<file path="src/rtl/core/assert_macros.svh">
// Assertion macros shared by the RTL of the noise unit.
// Each macro expects clk_i and rst_ni in the scope where it is used.
`ifndef ASSERT_MACROS_SVH
`define ASSERT_MACROS_SVH
`ifndef SYNTHESIS
`define FBM_ASSERT(lbl, prop) \
  lbl: assert property (@(posedge clk_i) disable iff (!rst_ni) prop) \
    else $error("assertion failed");
`define FBM_ASSERT_NEVER(lbl, cond) `FBM_ASSERT(lbl, !(cond))
`else
`define FBM_ASSERT(lbl, prop)
`define FBM_ASSERT_NEVER(lbl, cond)
`endif
`endif

</file>
<file path="src/rtl/core/fbmvn_pkg.sv">
package fbmvn_pkg;

  localparam int unsigned MaxOctaves = 8;
  localparam int unsigned DefOctaves = 4;
  localparam int unsigned CoordW = 32;
  localparam int unsigned FreqW = 16;
  localparam int unsigned ValW = 16;
  localparam int unsigned ProdW = CoordW + FreqW + 1;
  localparam int unsigned SumW = 35;
  localparam int unsigned LaneLat = 5;
  localparam logic [FreqW-1:0] FreqReset = 16'd6554;

  localparam logic [31:0] HashKx = 32'd374761393;
  localparam logic [31:0] HashKy = 32'd668265263;
  localparam logic [31:0] HashKm = 32'd1274126177;

  // Q1.16 amplitude of each octave, falling by 0.55 per octave.
  function automatic logic [16:0] amp_of(input int unsigned idx);
    logic [16:0] a;
    a = 17'd0;
    unique case (idx)
      0: a = 17'd65536;
      1: a = 17'd36045;
      2: a = 17'd19825;
      3: a = 17'd10904;
      4: a = 17'd5997;
      5: a = 17'd3298;
      6: a = 17'd1814;
      7: a = 17'd998;
      default: a = 17'd0;
    endcase
    return a;
  endfunction

  function automatic int unsigned norm_of(input int unsigned n);
    int unsigned s;
    s = 0;
    for (int unsigned i = 0; i < n; i++) begin
      s = s + int'(amp_of(i));
    end
    return s;
  endfunction

  // Smoothstep weight from the fraction t and its registered square t2.
  function automatic logic [15:0] smooth_w(input logic [15:0] t, input logic [15:0] t2);
    logic [17:0] k;
    logic [33:0] p;
    k = 18'd196608 - {1'b0, t, 1'b0};
    p = 34'(t2) * 34'(k);
    return p[31:16];
  endfunction

  function automatic logic [15:0] blend(input logic [15:0] a, input logic [15:0] b,
                                        input logic [15:0] w);
    logic [16:0] iw;
    logic [32:0] pa;
    logic [32:0] pb;
    logic [32:0] s;
    iw = 17'h10000 - {1'b0, w};
    pa = 33'(a) * 33'(iw);
    pb = 33'(b) * 33'(w);
    s = pa + pb;
    return s[31:16];
  endfunction

endpackage

</file>
<file path="src/rtl/core/fbmvn_cdiv.sv">
`include "assert_macros.svh"
module fbmvn_cdiv #(
  parameter int unsigned DIVISOR = 1,
  parameter int unsigned DW = 35
) (
  input  logic                               clk_i,
  input  logic                               rst_ni,
  input  logic                               in_valid_i,
  input  logic [DW-1:0]                      dividend_i,
  output logic                               out_valid_o,
  output logic [fbmvn_pkg::ValW-1:0]         quotient_o
);
  import fbmvn_pkg::*;

  localparam logic [DW-1:0] Dv = DW'(DIVISOR);

  // Rounded-up reciprocal, scaled so that the truncated product is the exact
  // quotient for every DW-bit dividend.
  localparam int unsigned Lg = $clog2(DIVISOR);
  localparam int unsigned Sh = DW + Lg;
  localparam logic [63:0] Recip = ((64'd1 << Sh) + 64'(DIVISOR) - 64'd1) / 64'(DIVISOR);
  localparam int unsigned RW = DW + 1;
  localparam int unsigned LoW = RW / 2;
  localparam int unsigned HiW = RW - LoW;
  localparam logic [LoW-1:0] RecipLo = Recip[LoW-1:0];
  localparam logic [HiW-1:0] RecipHi = Recip[RW-1:LoW];

  logic [DW+LoW-1:0] plo_d, plo_q;
  logic [DW+HiW-1:0] phi_d, phi_q;
  logic [DW+HiW:0]   acc;
  logic [DW+HiW:0]   qwide;
  logic [ValW-1:0]   quot_d, quot_q;
  logic [1:0]        vld_q;

  // The first stage forms the two halves of the reciprocal product; the second
  // stage joins them and keeps the quotient bits.
  always_comb begin
    plo_d = (DW+LoW)'(dividend_i) * (DW+LoW)'(RecipLo);
    phi_d = (DW+HiW)'(dividend_i) * (DW+HiW)'(RecipHi);
    acc = (DW+HiW+1)'(phi_q) + (DW+HiW+1)'(plo_q >> LoW);
    qwide = acc >> (Sh - LoW);
    quot_d = qwide[ValW-1:0];
  end

  always_ff @(posedge clk_i) begin
    plo_q <= plo_d;
    phi_q <= phi_d;
    quot_q <= quot_d;
  end

  always_ff @(posedge clk_i or negedge rst_ni) begin
    if (!rst_ni) begin
      vld_q <= '0;
    end else begin
      vld_q <= {vld_q[0], in_valid_i};
    end
  end

  assign out_valid_o = vld_q[1];
  assign quotient_o = quot_q;

  `FBM_ASSERT(a_div_in_range, in_valid_i |-> dividend_i < (Dv << ValW))
  `FBM_ASSERT_NEVER(a_div_quot_fits, vld_q[0] && ((qwide >> ValW) != '0))
  `FBM_ASSERT(a_div_vld_seq, vld_q[0] |=> vld_q[1])

endmodule

</file>
<file path="config.mk">
export PLATFORM = sky130hd
export DESIGN_NAME = fbmvn_cdiv
export DESIGN_NICKNAME = d
export VERILOG_FILES = /design/src/rtl/core/fbmvn_pkg.sv /design/src/rtl/core/fbmvn_cdiv.sv
export VERILOG_INCLUDE_DIRS = /design/src /design/src/rtl/core
export SDC_FILE = /design/constraint.sdc
export NUM_CORES = 1
export LEC_CHECK = 0
export BUFFER_PORTS_ARGS = -buffer_cell sky130_fd_sc_hd__clkbuf_2
export CAP_MARGIN = 5
export CELL_PAD_IN_SITES_DETAIL_PLACEMENT = 1
export CELL_PAD_IN_SITES_GLOBAL_PLACEMENT = 1
export CORE_MARGIN = 8
export CORE_UTILIZATION = 24
export CTS_CLUSTER_SIZE = 28
export DETAILED_ROUTE_END_ITERATION = 8
export GPL_TIMING_DRIVEN = 0
export MAX_ROUTING_LAYER = met4
export PLACE_DENSITY = 0.71
export SLEW_MARGIN = 20
export SYNTH_ARGS = -nofsm -noshare
export SYNTH_HDL_FRONTEND = slang
export SYNTH_SLANG_ARGS = --single-unit
</file>
<file path="constraint.sdc">
create_clock -name clk_i -period 0.8 [get_ports clk_i]
set_input_delay 0 -clock clk_i [delete_from_list [all_inputs] [get_ports clk_i]]
set_output_delay 0 -clock clk_i [all_outputs]
set_load 0.03 [all_outputs]
</file>
==> metrics <==
Clock power frac=27.2%; Post-Synthesis Cells=34; Core Footprint=2760 um2; Routed wire per std cell=12.3 um; n_diodes=0; clk buf depth=2; top cell family by delay on the critical path=flip-flops; fillcell total=272; fmax=1.18 GHz; Post-Syn Area=691 um2; Final nets=between 100 and 150; P_leak=0.599 nW; Worst EP required=800 ps; Yosys reg bits=34; RSZ-0062 raised after global routing=true; yosys warns=0; Non-Filler Instances=approximately 130; Clock Skew=0.776 ps; Reg clk slew, reported paths=90 ps; placed cell count=100; Total GRT Usage=~7.4%; Detail Route Antenna Nets=0; Switch Pwr=0.655 mW; failing checks=negative setup slack; 1st-iter DRT viols=29; Worst Max-Slew Pin Slew=114 ps; worst path cell trace=buf_8; sequential share of the synthesized area=100%; Slew HR=between 90% and 100%; fin. max-slew vios=0; Switching Fraction=22.0%; die width=69.6 um; first-pass GRT wire length=2.63 mm; final setup fails=1; commonest non-fill, non-tap cell in the layout=dlygate4sd3_1; Clock Root Buffer=clkbuf_4; final hold vios=0; H-Tree Depth=2; Comb power frac=11.4%; area grow syn2layout=92.6%; I/O Buffers=35; Synthesized Nets=72; vias per inst=3.63; Initial Util=25.0%; total CTS buffers=5; peak supply drop=between 1 and 1.5 mV; # IOs=between 50 and 60; sequential power share=61.4%; hold_ws=323 ps; commonest cells after routing, fill and taps aside=dlygate4sd3_1, clkbuf_2, buf_8; Int Pwr=2.33 mW; minimum clock period=844 ps; overall routed net length=1.56 mm; Rows=19; footprint of the multi-input gates=0 um2; Crit-path slowest cell=dfrtp_1; die area=4850 um2; outcome=complete, but fails checks; vias in the first global route=560; Unique masters post-synth=2; worst-skew pair later-pin latency=310 ps; crit path kind=register to output pin; Die Height=69.6 um; WP buf/inv=1; Tot Pwr=2.98 mW; power per cell area=2240 nW/um2; drt pass-1 iters=2; CTS sink cnt=34; DRC=0; Critical Path End Type=output pin; initial antenna violation count=0; Final Cycle Share=106%; largest net degree at the start of global routing=10; Crit path largest cell delay=390 ps; WP data arrival=840 ps; total of max-cap violations=0; fraction of layout cells with a size suffix above 1=58.9%; Startpoint Class=register; critical-path maximum fanout=1; Vias=roughly 460; CTS tree=done; post-route setup slack=-44.4 ps; total congestion overflow=0; syn avg cell area=20.3 um2; RePlAce Congestion=around 0.65; HP Class=primary input to register; multi-input gate count=0
## power by group through the flow
stage          Sequential [mW]  Clock [mW]  Combinational [mW]
2_1_floorplan             1.93           0                   0
3_3_place_gp              1.84           0               0.181
3_5_place_dp              1.85           0               0.183
4_1_cts                   1.82       0.845               0.322
5_1_grt                   1.85       0.962               0.359
6_report                  1.83       0.813               0.339
## per-stage QoR
stage	setup TNS, ps	instance area [um2]	utilization (%)	setup slack (ps)
floorplan	0	691	-	333
CTS	-132	1310	47.5	-72.9
detailed placement	0	905	32.8	274
global placement	0	905	32.8	286
finish	-44.4	1330	48.2	-44.4
global route	-429	1330	48.2	-89.8
## path summary, 6_finish.rpt
path	start	to	cells after the start	slack [ps]
setup / recovery	vld_q[1]$_DFF_PN0_	out_valid_o	1	-40
hold / removal	dividend_i[6]	phi_q[23]$_DFF_P_	2	320
setup reg to reg	vld_q[0]$_DFF_PN0_	vld_q[1]$_DFF_PN0_	0	330
hold reg to reg	phi_q[23]$_DFF_P_	quotient_o[6]$_DFF_P_	0	330
max in group asynchronous	rst_ni	vld_q[0]$_DFF_PN0_	3	140
min in group asynchronous	rst_ni	vld_q[1]$_DFF_PN0_	3	530
## cell type report
cell class	count	area [um2]	area share [%]
sequential	34	711	53.4
timing repair buffer	54	536	40.3
clock buffer	7	45.0	3.39
tap	31	38.8	2.92
## sequential cells by signal (all words and copies together), names as in the netlist
name and flops:
quotient_o 16, vld_q 2, phi_q 16
## per-layer routing
metal | track usage, % | routed length, um | share of wire, %
met2 | 12.9 | 889 | 57
met5 | - | 0 | 0
met1 | 5.69 | 531 | 34
met4 | 4.02 | 15 | 0.96
met3 | 4.58 | 118 | 7.6
## logic make-up (layout without fill, tap and decap cells)
group                  count (synthesis)  in the layout  share of synthesized area (%)
DFF                                   34             34                            100
buffers and inverters                  0             61                              0
## synth_stat cells
library cell  instances  share of area [%]
dfxtp_1              32                 93
dfrtp_1               2                7.2
## timing repair
action | 4_1_cts | 5_1_grt
endpoints found under the setup margin | 17 | 17
buffers inserted | 0 | 0
endpoints found under the hold margin | 19 | 0
cloned | 0 | 0
hold buffers | 19 | 0
resized for setup | 50 | 17
(Power assumes the default switching activity.)
